==> src/hw/rtl/infix_to_postfix_converter_unit_macros.svh <==
// Assertion macros shared by the converter RTL.
`ifndef INFIX_TO_POSTFIX_CONVERTER_UNIT_MACROS_SVH
`define INFIX_TO_POSTFIX_CONVERTER_UNIT_MACROS_SVH

`ifndef ASSERT_OFF

// same-cycle implication
`define IPC_ASSERT_IMP(label, clk, rst, ante, cons, msg) \
   label: assert property (@(posedge clk) disable iff (rst) (ante) |-> (cons)) \
      else $error(msg);

// next-cycle implication
`define IPC_ASSERT_NEXT(label, clk, rst, ante, cons, msg) \
   label: assert property (@(posedge clk) disable iff (rst) (ante) |=> (cons)) \
      else $error(msg);

`else

`define IPC_ASSERT_IMP(label, clk, rst, ante, cons, msg)
`define IPC_ASSERT_NEXT(label, clk, rst, ante, cons, msg)

`endif

`endif

==> src/hw/rtl/ipc_pkg.sv <==
// Constants, types and character helpers for the infix to postfix converter.
package ipc_pkg;

   localparam int STACK_DEPTH = 32;
   localparam int ADDR_W      = $clog2(STACK_DEPTH);
   localparam int CNT_W       = $clog2(STACK_DEPTH + 1);
   localparam int CHAR_W      = 8;
   localparam int PRIO_W      = 3;

   localparam logic [CHAR_W-1:0] CH_SPACE  = 8'h20;
   localparam logic [CHAR_W-1:0] CH_LPAREN = 8'h28;
   localparam logic [CHAR_W-1:0] CH_RPAREN = 8'h29;
   localparam logic [CHAR_W-1:0] CH_DOT    = 8'h2E;
   localparam logic [CHAR_W-1:0] CH_TILDE  = 8'h7E;
   localparam logic [CHAR_W-1:0] CH_NONE   = 8'h00;

   typedef enum logic [1:0] {
      ST_OK       = 2'd0,
      ST_PAREN    = 2'd1,
      ST_INVALID  = 2'd2,
      ST_OVERFLOW = 2'd3
   } status_type;

   typedef enum logic [4:0] {
      S_IDLE   = 5'b00001,
      S_EVAL   = 5'b00010,
      S_POP_OP = 5'b00100,
      S_POP_RP = 5'b01000,
      S_FLUSH  = 5'b10000
   } state_type;

   // operator precedence, zero for anything that is not an operator
   function automatic logic [PRIO_W-1:0] prio_of(logic [CHAR_W-1:0] c);
      logic [PRIO_W-1:0] p;
      case (c)
         "c", "s", "t", "C", "S", "T": p = 3'd5;
         "^", "$":                     p = 3'd4;
         "*", "/", "%":                p = 3'd3;
         "-":                          p = 3'd2;
         "+":                          p = 3'd1;
         default:                      p = 3'd0;
      endcase
      return p;
   endfunction

   function automatic logic is_operand(logic [CHAR_W-1:0] c);
      return c inside {["0":"9"], CH_DOT, CH_TILDE};
   endfunction

   function automatic logic is_blank(logic [CHAR_W-1:0] c);
      return c inside {CH_SPACE, [8'd9:8'd13]};
   endfunction

endpackage

==> src/hw/rtl/ipc_stack_ram.sv <==
// Simple dual-port stack RAM with registered read and write-to-read bypass.
module ipc_stack_ram #(
   parameter int DEPTH = 32,
   parameter int WIDTH = 8
) (
   input  logic                     clock,
   input  logic                     wr_en,
   input  logic [$clog2(DEPTH)-1:0] wr_addr,
   input  logic [WIDTH-1:0]         wr_data,
   input  logic [$clog2(DEPTH)-1:0] rd_addr,
   output logic [WIDTH-1:0]         rd_data
);

   logic [WIDTH-1:0] mem [DEPTH];
   logic [WIDTH-1:0] rd_data_ff;

   always_ff @(posedge clock) begin
      if (wr_en) begin
         mem[wr_addr] <= wr_data;
      end
   end

   // forward the word being written when the same entry is read
   always_ff @(posedge clock) begin
      if (wr_en && (wr_addr == rd_addr)) begin
         rd_data_ff <= wr_data;
      end else begin
         rd_data_ff <= mem[rd_addr];
      end
   end

   assign rd_data = rd_data_ff;

endmodule

==> src/hw/rtl/infix_to_postfix_converter_unit.sv <==
// Top level of the infix to postfix converter: sequencer, stack control, output register.
//
//  channel | dir | handshake             | tdata        | tuser              | tlast
//  req     | in  | req_tvalid/req_tready | [7:0] ch     | -                  | end_of_expr
//  rsp     | out | rsp_tvalid/rsp_tready | [7:0] out_ch | [0] has, [2:1] sts | last
//
// An item is accepted, then decoded; decode emits a passed-through character, the space before
// an operator, an error word or a skipped expression's terminator; each popped or flushed entry,
// the terminator after a flush, an operator push after its pops and a dropped open paren take a
// step each. Pops run one per cycle, unless the result stalls, on the registered stack RAM read.
// Reset clears the count, the open-paren count and the skip flag; stack entries
// are not cleared and there is no clearing pass.
// A stalled result holds the sequencer at its emitting step until the word is taken.
`include "infix_to_postfix_converter_unit_macros.svh"

module infix_to_postfix_converter_unit (
   input  logic       clock,
   input  logic       reset,
   input  logic       req_tvalid,
   output logic       req_tready,
   input  logic [7:0] req_tdata,   // [7:0] ch
   input  logic       req_tlast,
   output logic       rsp_tvalid,
   input  logic       rsp_tready,
   output logic [7:0] rsp_tdata,   // [7:0] out_char
   output logic [2:0] rsp_tuser,   // [0] has_char, [2:1] status
   output logic       rsp_tlast
);

   localparam logic [ipc_pkg::CNT_W-1:0] CNT_FULL = ipc_pkg::CNT_W'(ipc_pkg::STACK_DEPTH);
   localparam logic [ipc_pkg::CNT_W-1:0] CNT_ONE  = ipc_pkg::CNT_W'(1);

   ipc_pkg::state_type             state_ff, state_in;
   logic [ipc_pkg::CNT_W-1:0]      count_ff, count_in;
   logic [ipc_pkg::CNT_W-1:0]      paren_ff, paren_in;
   logic                           skip_ff, skip_in;
   logic [ipc_pkg::CHAR_W-1:0]     ch_ff;
   logic                           end_ff;

   logic                           rsp_valid_ff;
   logic [ipc_pkg::CHAR_W-1:0]     rsp_char_ff;
   logic                           rsp_has_ff;
   ipc_pkg::status_type            rsp_status_ff;
   logic                           rsp_last_ff;

   logic                           req_fire;
   logic                           emit, emit_ok, emit_fire;
   logic [ipc_pkg::CHAR_W-1:0]     emit_char;
   logic                           emit_has;
   ipc_pkg::status_type            emit_status;
   logic                           emit_last;
   ipc_pkg::status_type            err_code;
   logic                           push;
   logic                           full;

   logic [ipc_pkg::CNT_W-1:0]      cnt_dec;
   logic [ipc_pkg::ADDR_W-1:0]     rd_addr;
   logic [ipc_pkg::CHAR_W-1:0]     top_data;
   logic [ipc_pkg::PRIO_W-1:0]     top_prio, ch_prio;

   assign req_tready = (state_ff == ipc_pkg::S_IDLE);
   assign req_fire   = req_tvalid && req_tready;
   assign emit_ok    = !rsp_valid_ff || rsp_tready;
   assign emit_fire  = emit && emit_ok;
   assign full       = (count_ff == CNT_FULL);
   assign top_prio   = ipc_pkg::prio_of(top_data);
   assign ch_prio    = ipc_pkg::prio_of(ch_ff);

   // read the entry that will be on top after this cycle's update
   assign cnt_dec = count_in - CNT_ONE;
   assign rd_addr = cnt_dec[ipc_pkg::ADDR_W-1:0];

   ipc_stack_ram #(
      .DEPTH (ipc_pkg::STACK_DEPTH),
      .WIDTH (ipc_pkg::CHAR_W)
   ) u_stack (
      .clock   (clock),
      .wr_en   (push),
      .wr_addr (count_ff[ipc_pkg::ADDR_W-1:0]),
      .wr_data (ch_ff),
      .rd_addr (rd_addr),
      .rd_data (top_data)
   );

   always_comb begin
      state_in    = state_ff;
      count_in    = count_ff;
      paren_in    = paren_ff;
      skip_in     = skip_ff;
      emit        = 1'b0;
      emit_char   = ipc_pkg::CH_NONE;
      emit_has    = 1'b0;
      emit_status = ipc_pkg::ST_OK;
      emit_last   = 1'b0;
      err_code    = ipc_pkg::ST_OK;
      push        = 1'b0;
      case (state_ff)
         ipc_pkg::S_IDLE: begin
            if (req_fire) begin
               state_in = ipc_pkg::S_EVAL;
            end
         end
         ipc_pkg::S_EVAL: begin
            if (skip_ff) begin
               if (end_ff) begin
                  emit      = 1'b1;
                  emit_last = 1'b1;
                  if (emit_ok) begin
                     skip_in  = 1'b0;
                     state_in = ipc_pkg::S_IDLE;
                  end
               end else begin
                  state_in = ipc_pkg::S_IDLE;
               end
            end else if (ipc_pkg::is_operand(ch_ff)) begin
               emit      = 1'b1;
               emit_char = ch_ff;
               emit_has  = 1'b1;
               if (emit_ok) begin
                  state_in = end_ff ? ipc_pkg::S_FLUSH : ipc_pkg::S_IDLE;
               end
            end else if (ipc_pkg::is_blank(ch_ff)) begin
               state_in = end_ff ? ipc_pkg::S_FLUSH : ipc_pkg::S_IDLE;
            end else if (ch_prio != '0) begin
               // full with nothing to pop overflows before the space goes out
               if (full && (top_prio < ch_prio)) begin
                  err_code = ipc_pkg::ST_OVERFLOW;
               end else begin
                  emit      = 1'b1;
                  emit_char = ipc_pkg::CH_SPACE;
                  emit_has  = 1'b1;
                  if (emit_ok) begin
                     state_in = ipc_pkg::S_POP_OP;
                  end
               end
            end else if (ch_ff == ipc_pkg::CH_LPAREN) begin
               if (full) begin
                  err_code = ipc_pkg::ST_OVERFLOW;
               end else begin
                  push     = 1'b1;
                  count_in = count_ff + CNT_ONE;
                  paren_in = paren_ff + CNT_ONE;
                  state_in = end_ff ? ipc_pkg::S_FLUSH : ipc_pkg::S_IDLE;
               end
            end else if (ch_ff == ipc_pkg::CH_RPAREN) begin
               if (paren_ff == '0) begin
                  err_code = ipc_pkg::ST_PAREN;
               end else begin
                  state_in = ipc_pkg::S_POP_RP;
               end
            end else begin
               err_code = ipc_pkg::ST_INVALID;
            end
            if (err_code != ipc_pkg::ST_OK) begin
               emit        = 1'b1;
               emit_status = err_code;
               emit_last   = end_ff;
               if (emit_ok) begin
                  count_in = '0;
                  paren_in = '0;
                  skip_in  = !end_ff;
                  state_in = ipc_pkg::S_IDLE;
               end
            end
         end
         ipc_pkg::S_POP_OP: begin
            if ((count_ff != '0) && (top_prio >= ch_prio)) begin
               emit      = 1'b1;
               emit_char = top_data;
               emit_has  = 1'b1;
               if (emit_ok) begin
                  count_in = count_ff - CNT_ONE;
               end
            end else begin
               push     = 1'b1;
               count_in = count_ff + CNT_ONE;
               state_in = end_ff ? ipc_pkg::S_FLUSH : ipc_pkg::S_IDLE;
            end
         end
         ipc_pkg::S_POP_RP: begin
            if (top_data != ipc_pkg::CH_LPAREN) begin
               emit      = 1'b1;
               emit_char = top_data;
               emit_has  = 1'b1;
               if (emit_ok) begin
                  count_in = count_ff - CNT_ONE;
               end
            end else begin
               // drop the matching open paren
               count_in = count_ff - CNT_ONE;
               paren_in = paren_ff - CNT_ONE;
               state_in = end_ff ? ipc_pkg::S_FLUSH : ipc_pkg::S_IDLE;
            end
         end
         ipc_pkg::S_FLUSH: begin
            emit = 1'b1;
            if (count_ff != '0) begin
               emit_char = top_data;
               emit_has  = 1'b1;
               if (emit_ok) begin
                  count_in = count_ff - CNT_ONE;
                  if (top_data == ipc_pkg::CH_LPAREN) begin
                     paren_in = paren_ff - CNT_ONE;
                  end
               end
            end else begin
               emit_last = 1'b1;
               if (emit_ok) begin
                  state_in = ipc_pkg::S_IDLE;
               end
            end
         end
         default: begin
            state_in = ipc_pkg::S_IDLE;
         end
      endcase
   end

   always_ff @(posedge clock) begin
      if (reset) begin
         state_ff <= ipc_pkg::S_IDLE;
         count_ff <= '0;
         paren_ff <= '0;
         skip_ff  <= 1'b0;
      end else begin
         state_ff <= state_in;
         count_ff <= count_in;
         paren_ff <= paren_in;
         skip_ff  <= skip_in;
      end
   end

   // hold the accepted word for the whole sequence
   always_ff @(posedge clock) begin
      if (req_fire) begin
         ch_ff  <= req_tdata;
         end_ff <= req_tlast;
      end
   end

   always_ff @(posedge clock) begin
      if (reset) begin
         rsp_valid_ff <= 1'b0;
      end else if (emit_fire) begin
         rsp_valid_ff <= 1'b1;
      end else if (rsp_tready) begin
         rsp_valid_ff <= 1'b0;
      end
   end

   always_ff @(posedge clock) begin
      if (emit_fire) begin
         rsp_char_ff   <= emit_char;
         rsp_has_ff    <= emit_has;
         rsp_status_ff <= emit_status;
         rsp_last_ff   <= emit_last;
      end
   end

   assign rsp_tvalid = rsp_valid_ff;
   assign rsp_tdata  = rsp_char_ff;
   assign rsp_tuser  = {rsp_status_ff, rsp_has_ff};
   assign rsp_tlast  = rsp_last_ff;

   `IPC_ASSERT_IMP(a_count_range, clock, reset, 1'b1, count_ff <= CNT_FULL, "stack count above depth")
   `IPC_ASSERT_IMP(a_paren_le_count, clock, reset, 1'b1, paren_ff <= count_ff, "open parens exceed stack count")
   `IPC_ASSERT_IMP(a_skip_empty, clock, reset, skip_ff, count_ff == '0, "stack not empty while skipping")
   `IPC_ASSERT_NEXT(a_last_idle, clock, reset, emit_fire && emit_last, state_ff == ipc_pkg::S_IDLE, "final word did not end the sequence")

endmodule

==> config.mk <==
export PLATFORM = sky130hd
export DESIGN_NAME = infix_to_postfix_converter_unit
export DESIGN_NICKNAME = d
export VERILOG_FILES = /design/src/hw/rtl/ipc_pkg.sv /design/src/hw/rtl/ipc_stack_ram.sv /design/src/hw/rtl/infix_to_postfix_converter_unit.sv
export VERILOG_INCLUDE_DIRS = /design/src /design/src/hw/rtl
export SDC_FILE = /design/constraint.sdc
export NUM_CORES = 1
export LEC_CHECK = 0
export ABC_AREA = 1
export BUFFER_PORTS_ARGS = -buffer_cell sky130_fd_sc_hd__buf_2
export CAP_MARGIN = 25
export CELL_PAD_IN_SITES_DETAIL_PLACEMENT = 0
export CELL_PAD_IN_SITES_GLOBAL_PLACEMENT = 1
export CORE_UTILIZATION = 29
export CTS_CLUSTER_DIAMETER = 200
export DETAILED_ROUTE_END_ITERATION = 10
export GPL_TIMING_DRIVEN = 1
export PLACE_DENSITY_LB_ADDON = 0.1
export SYNTH_ARGS = -nofsm -noshare
export SYNTH_HDL_FRONTEND = slang
export SYNTH_SLANG_ARGS = --single-unit
==> constraint.sdc <==
create_clock -name clock -period 4.2 [get_ports clock]
set_input_delay 0.42 -clock clock [delete_from_list [all_inputs] [get_ports clock]]
set_output_delay 0.42 -clock clock [all_outputs]
set_load 0.005 [all_outputs]
==> results of run 1 <==
## synthesized netlist by cell type, types with 4 or more instances
master    number  area (um2)
nand2_1      481        1810
edfxtp_1     277        8320
nand3_1      254        1270
nor2_1       103         387
inv_1         85         319
o21ai_0       38         190
a21oi_1       26         130
dfxtp_1       24         480
buf_2         23         115
buf_4         13        97.6
xor2_1        13         114
nor3_1        11        55.1
buf_6         10         113
clkbuf_1      10        37.5
ha_1          10         125
nand2_2       10        62.6
inv_2          8        30.0
nand4_1        6        37.5
buf_1          4        15.0
o21ai_1        4        20.0
## metrics by stage
stage	util [%]	power, W	instances
floorplan	-	0.00422	1450
global placement	33.0	0.00488	2156
detailed placement	33.0	0.00487	2156
CTS	35.2	0.00774	2215
global route	37.8	0.00833	2255
finish	37.8	0.00798	2255
## state kept, by name, summed over array words and instances (netlist names), named ones only
name,flops
ch_ff,8
count_ff,6
end_ff,1
paren_ff,6
rsp_has_ff,1
rsp_status_ff,2
rsp_tdata,8
rsp_tlast,1
rsp_tvalid,1
state_ff,5
u_stack.mem,256
## final cells by class
type                            count  area share (%)
Clock inverter                     11           0.465
Tap cell                          615            4.26
Antenna cell                        1          0.0139
Multi-Input combinational cell    994            28.1
Sequential cell                   301            48.8
Timing Repair Buffer              188            10.9
Clock buffer                       48            5.24
Timing Repair inverter              2           0.125
Inverter                           95            2.14
## repair_timing
item | in CTS | in global routing
pin swaps | 0 | 55
cloned | 0 | 23
setup buffers | 0 | 17
gates resized for setup | 1 | 174
endpoints found under the setup margin | 39 | 299
## routing by layer
metal | track usage, % | wire length [um] | up-vias
met3 | 2.62 | 1420 | 54
met1 | 24.2 | 21500 | 5291
met2 | 28.0 | 22100 | 189
met4 | 3.97 | 879 | 0
met5 | 0 | 0 | -
li1 | - | - | 5289
## logic make-up after synthesis
kind of cell             Yosys count
adder cells (fa/ha/maj)           10
AND/OR/NAND/NOR                  879
buffers and inverters            155
AO/OA/AOI/OAI                     89
XOR/XNOR                          16
flip-flops                       301
## worst max-delay path, delay by kind of cell, from the launching register on
kind | cells | cell delay, ns
compound gates | 4 | 0.66
fa+ha+maj | 1 | 0.17
buf+inv | 6 | 0.78
flops | 1 | 0.38
simple gates | 17 | 1.83
## power groups by stage
stage / registers [W] / logic (W) / clock network (W)
3_3_place_gp: 0.00342 / 0.00146 / 0
3_5_place_dp: 0.00342 / 0.00145 / 0
6_report: 0.00335 / 0.00180 / 0.00283
4_1_cts: 0.00335 / 0.00146 / 0.00293
5_1_grt: 0.00336 / 0.00195 / 0.00302
2_1_floorplan: 0.00342 / 0.000795 / 0
## final timing paths
check / end / cells past startpoint / slack (ns) / from
worst min-delay path: ch_ff[2]$_DFFE_PP_ / 1 / 0.06 / req_tdata[2]
worst max-delay path: rsp_tdata[3]$_DFFE_PP_ / 28 / 0.1 / flip-flop
worst max register to register: rsp_tdata[3]$_DFFE_PP_ / 28 / 0.1 / flip-flop
worst min register to register: paren_ff[1]$_SDFFE_PP0P_ / 2 / 0.54 / paren_ff[1]$_SDFFE_PP0P_
==> flow_metrics.py, run 1 <==
metrics = {
    "status": {
        "status": "completed",
    },
    "synthesis": {
        "synthCells": 1450,
        "synth_simple_gate_area_share_pct": 26.7,
        "synthesis.area_um2": 14100,
        "synthMuxAreaShare_pct": 0,
        "synth-xor-area-share_pct": 0.997,
        "synthAdderAreaFrac_pct": 0.890,
        "ys_ff_latch": 301,
        "yosysSeqAreaShare_pct": 62.6,
        "synth_top_family_by_area": "simple AND/OR/NAND/NOR gates",
        "ys_warn_count": 0,
        "synth_cell_types": 41,
        "synth-compound-area-share_pct": 3.59,
        "syn_avg_cell_area_um2": 9.69,
        "synth_nets": 1473,
        "synthArstFlopShare_pct": 0,
        "synth_edf_count": 277,
        "synth_flop_cell": "edfxtp_1",
    },
    "routing": {
        "drt-pass1-iter-count": 5,
        "drc_errors": 0,
        "drt_iter0_markers": 716,
        "ant_nets": 0,
        "viasPerCell": 4.80,
        "wirelength_mm": 45.9,
        "vias": 10823,
        "wire_per_inst_um": 20.3,
    },
    "power": {
        "max-vdd-ir-drop_mv": 0.271,
        "p_int_w": 0.00563,
        "power.leakage_nw": 7.19,
        "combPwrFrac_pct": 22.5,
        "p_seq_share_pct": 42.0,
        "powerDensity_nw_per_um2": 442,
        "p_sw_share_pct": 29.5,
        "pwr-share-clk_pct": 35.5,
        "switchingPower_w": 0.00235,
    },
    "placed_design": {
        "placed_cell_area_um2": 15800,
        "io_buffer_count": 26,
        "pre_cts_slack_ns": -0.0778,
        "dp_hpwl_mm": 29.1,
        "gp_congestion": 0.810,
    },
    "setup_path": {
        "cp_slowest_cell": "or3_1",
        "worstSetupStartpointType": "flip-flop",
        "critPathKind": "reg2reg",
        "critPathMaxFanout": 10,
        "max_stage_delay_ns": 0.39,
        "end_kind": "flip-flop",
        "required_ns": 4.45,
        "worstPathArrival_ns": 4.35,
    },
    "finish": {
        "seq_area_um2": 8800,
        "syn_to_final_growth_pct": 28.4,
        "n_fill_cell": 4787,
        "multiInputGateArea_um2": 5070,
        "layout.nets": 1640,
        "drive_above_1_share_pct": 23.6,
        "final_cell_mix": "nand2_1 (419), edfxtp_1 (277), nand3_1 (215)",
        "fin_area_um2": 18000,
        "layout_commonest_cell": "nand2_1",
    },
    "die": {
        "die_w_um": 222,
        "fp-row-count": 80,
        "start_util_pct": 29.4,
        "core_area_um2": 47700,
        "dieArea_um2": 49300,
        "boundaryPins": 27,
        "chipHeight_um": 222,
    },
    "clock_network": {
        "cts_tree": "yes",
        "clk_pin_slew_ns": 0.06,
        "cts-buffers-inserted": 35,
        "clock_sinks": 301,
        "htree_levels": 2,
        "insertion_delay_ns": 0.54,
        "clock-root-buffer": "clkbuf_16",
        "hold_buffers": 0,
        "clk_path_buf_depth": 3,
    },
    "sta": {
        "skew_ns": 0.0126,
        "setup_violations": 0,
        "rsz0062_at_grt": "true",
        "max_freq_mhz": 244,
        "finalSetupTns_ns": 0,
        "slew_violations": 0,
        "slew_headroom_pct": 64.2,
        "fin_ws_ns": 0.0999,
        "period_needed_ns": 4.10,
        "post-route-period-util_pct": 97.6,
        "hold_viol": 0,
        "hold_slack_ns": 0.0561,
        "worst_pin_slew_ns": 0.536,
    },
    "global_route": {
        "overflow": 0,
        "grt_pass1_vias": 10174,
        "grt_max_degree": 48,
        "antenna_found_initial": 1,
        "grtUsageTotal_pct": 17.3,
        "grt_pass1_wl_mm": 64.3,
    },
    "worst_hold_path": {
        "hold_class": "in2reg",
    },
    "run": {
        "cap_violations": 0,
    },
}
Power figures use the tool's default switching activity.
==> run 2, diff against run 1 <==
- CORE_UTILIZATION: 29 -> 45
- REMOVE_ABC_BUFFERS: unset -> 1
==> flow_metrics.py, run 2 (synthesized netlist as in run 1, its figures left out) <==
metrics = {
    "status": {
        "status": "completed",
    },
    "placed_design": {
        "dp_hpwl_mm": 26.1,
        "gp_congestion": 0.888,
        "io_buffer_count": 26,
    },
    "routing": {
        "wirelength_mm": 41.6,
        "wl_met2_mm": 19.0,
        "vias": 10959,
        "drc_errors": 0,
        "m1WireLength_mm": 19.3,
        "drt_iter0_markers": 1170,
        "drt-pass1-iter-count": 6,
        "viasPerCell": 5.44,
        "top_layer_used": "met4",
        "ant_nets": 0,
        "wire_per_inst_um": 20.6,
        "met3_length_mm": 2.30,
    },
    "global_route": {
        "overflow": 0,
        "antenna_found_initial": 0,
        "grt_pass1_wl_mm": 59.8,
        "grt_pass1_vias": 10197,
        "grtUsageTotal_pct": 25.2,
        "grt_max_degree": 65,
    },
    "sta": {
        "post-route-period-util_pct": 99.3,
        "hold_slack_ns": 0.0810,
        "worst_pin_slew_ns": 0.769,
        "max_freq_mhz": 240,
        "skew_ns": 0.0229,
        "rsz0062_at_grt": "true",
        "hold_viol": 0,
        "setup_violations": 0,
        "period_needed_ns": 4.17,
        "slew_headroom_pct": 48.7,
        "slew_violations": 0,
    },
    "power": {
        "pwr-share-clk_pct": 36.7,
        "switchingPower_w": 0.00225,
        "p_int_w": 0.00555,
        "powerDensity_nw_per_um2": 458,
        "max-vdd-ir-drop_mv": 0.343,
        "power.leakage_nw": 6.90,
        "p_seq_share_pct": 43.1,
        "combPwrFrac_pct": 20.2,
        "p_sw_share_pct": 28.9,
    },
    "clock_network": {
        "clock-root-buffer": "clkbuf_16",
        "cts_tree": "yes",
        "clk_pin_slew_ns": 0.06,
        "htree_levels": 2,
        "clock_sinks": 301,
        "cts-buffers-inserted": 35,
        "clk_path_buf_depth": 3,
        "insertion_delay_ns": 0.53,
    },
    "setup_path": {
        "cp_slowest_cell": "dfxtp_4",
        "cp.buffers_inverters": 7,
        "max_stage_delay_ns": 0.45,
        "critPathKind": "reg2reg",
        "worstPathArrival_ns": 4.40,
        "critPathMaxFanout": 8,
        "worstSetupStartpointType": "flip-flop",
        "required_ns": 4.43,
        "critPathTopFamily": "simple AND/OR/NAND/NOR gates",
        "end_kind": "flip-flop",
    },
    "worst_hold_path": {
        "hold_class": "in2reg",
    },
    "die": {
        "start_util_pct": 45.8,
        "boundaryPins": 27,
        "core_area_um2": 30700,
        "chipHeight_um": 179,
        "die_w_um": 179,
        "fp-row-count": 64,
        "dieArea_um2": 31900,
    },
    "finish": {
        "n_fill_cell": 2766,
        "utilization_pct": 55.6,
        "top_register": "u_stack.mem",
        "antennaDiodeCount": 0,
        "syn_to_final_growth_pct": 21.3,
        "drive_above_1_share_pct": 18.1,
        "largest_reg_flops": 256,
        "final_cell_mix": "nand2_1 (461), edfxtp_1 (277), nand3_1 (240)",
        "layout_commonest_cell": "nand2_1",
        "layout.nets": 1616,
    },
    "run": {
        "cap_violations": 0,
    },
}
## run 2: cell types whose count changed in the layout (fill, tap and decap cells not counted), moves of 8 or more
cell	before	now
buf_12	22	8
nand2_1	419	461
nand3_2	38	16
nand2_4	15	7
nand2_2	59	25
buf_6	16	8
nand3_1	215	240
## run 2: what timing repair did
item                       in CTS  in global routing
setup buffers                   0                  7
resized for setup               4                 74
pin swaps                       0                 23
cloned                          0                 16
setup endpoints to repair     144                299
hold buffers                    0                  0
## run 2: worst register-to-register path: cells and delay by family, from the launching register on
| kind | cells | cell delay, ns |
|---|---|---|
| adder cells (fa/ha/maj) | 1 | 0.17 |
| AO/OA/AOI/OAI | 4 | 0.69 |
| flip-flops | 1 | 0.45 |
| AND/OR/NAND/NOR | 16 | 1.70 |
| buffers and inverters | 7 | 0.87 |
## run 2: layer usage
metal | vias up | track usage, %
met5 | - | 0
met3 | 72 | 3.46
met2 | 329 | 38.6
li1 | 5231 | -
met1 | 5327 | 37.3
met4 | 0 | 6.78
## run 2: through the flow
step                      setup WS [ns]  setup TNS (ns)  power [W]  cells  area (um2)
after global routing             -0.257           -6.48    0.00808   2013       17100
after global placement          -0.0432          -0.606    0.00480   1929       15300
final                            0.0309               0    0.00781   2013       17100
after floorplan                   -3.12         -822.64    0.00416   1390       13700
after CTS                        0.0161               0    0.00766   1990       16400
after detailed placement        -0.0773           -2.16    0.00481   1929       15300
## run 2: final timing paths
path	cells after the start	slack, ns	start	end
worst min register to register	2	0.53	paren_ff[1]$_SDFFE_PP0P_	paren_ff[1]$_SDFFE_PP0P_
worst max-delay path	28	0.03	flip-flop	rsp_tdata[4]$_DFFE_PP_
worst max register to register	28	0.03	flip-flop	rsp_tdata[4]$_DFFE_PP_
worst min-delay path	1	0.08	req_tdata[4]	ch_ff[4]$_DFFE_PP_
## run 2: cell type report
class | count | area (um2) | area share, %
well taps | 396 | 495 | 2.91
multi-input cells | 994 | 4730 | 27.8
clock buffers | 46 | 917 | 5.38
flip-flops and latches | 301 | 8800 | 51.6
clock inverters | 15 | 156 | 0.917
repair buffers | 166 | 1580 | 9.28
inverters | 95 | 364 | 2.14
## run 2: power by group through the flow
stage / Combinational, W / Sequential (W) / Clock, W
after floorplan: 0.000677 / 0.00349 / 0
after global placement: 0.00138 / 0.00343 / 0
after detailed placement: 0.00138 / 0.00343 / 0
after CTS: 0.00139 / 0.00336 / 0.00290
after global routing: 0.00170 / 0.00337 / 0.00301
final: 0.00158 / 0.00337 / 0.00286
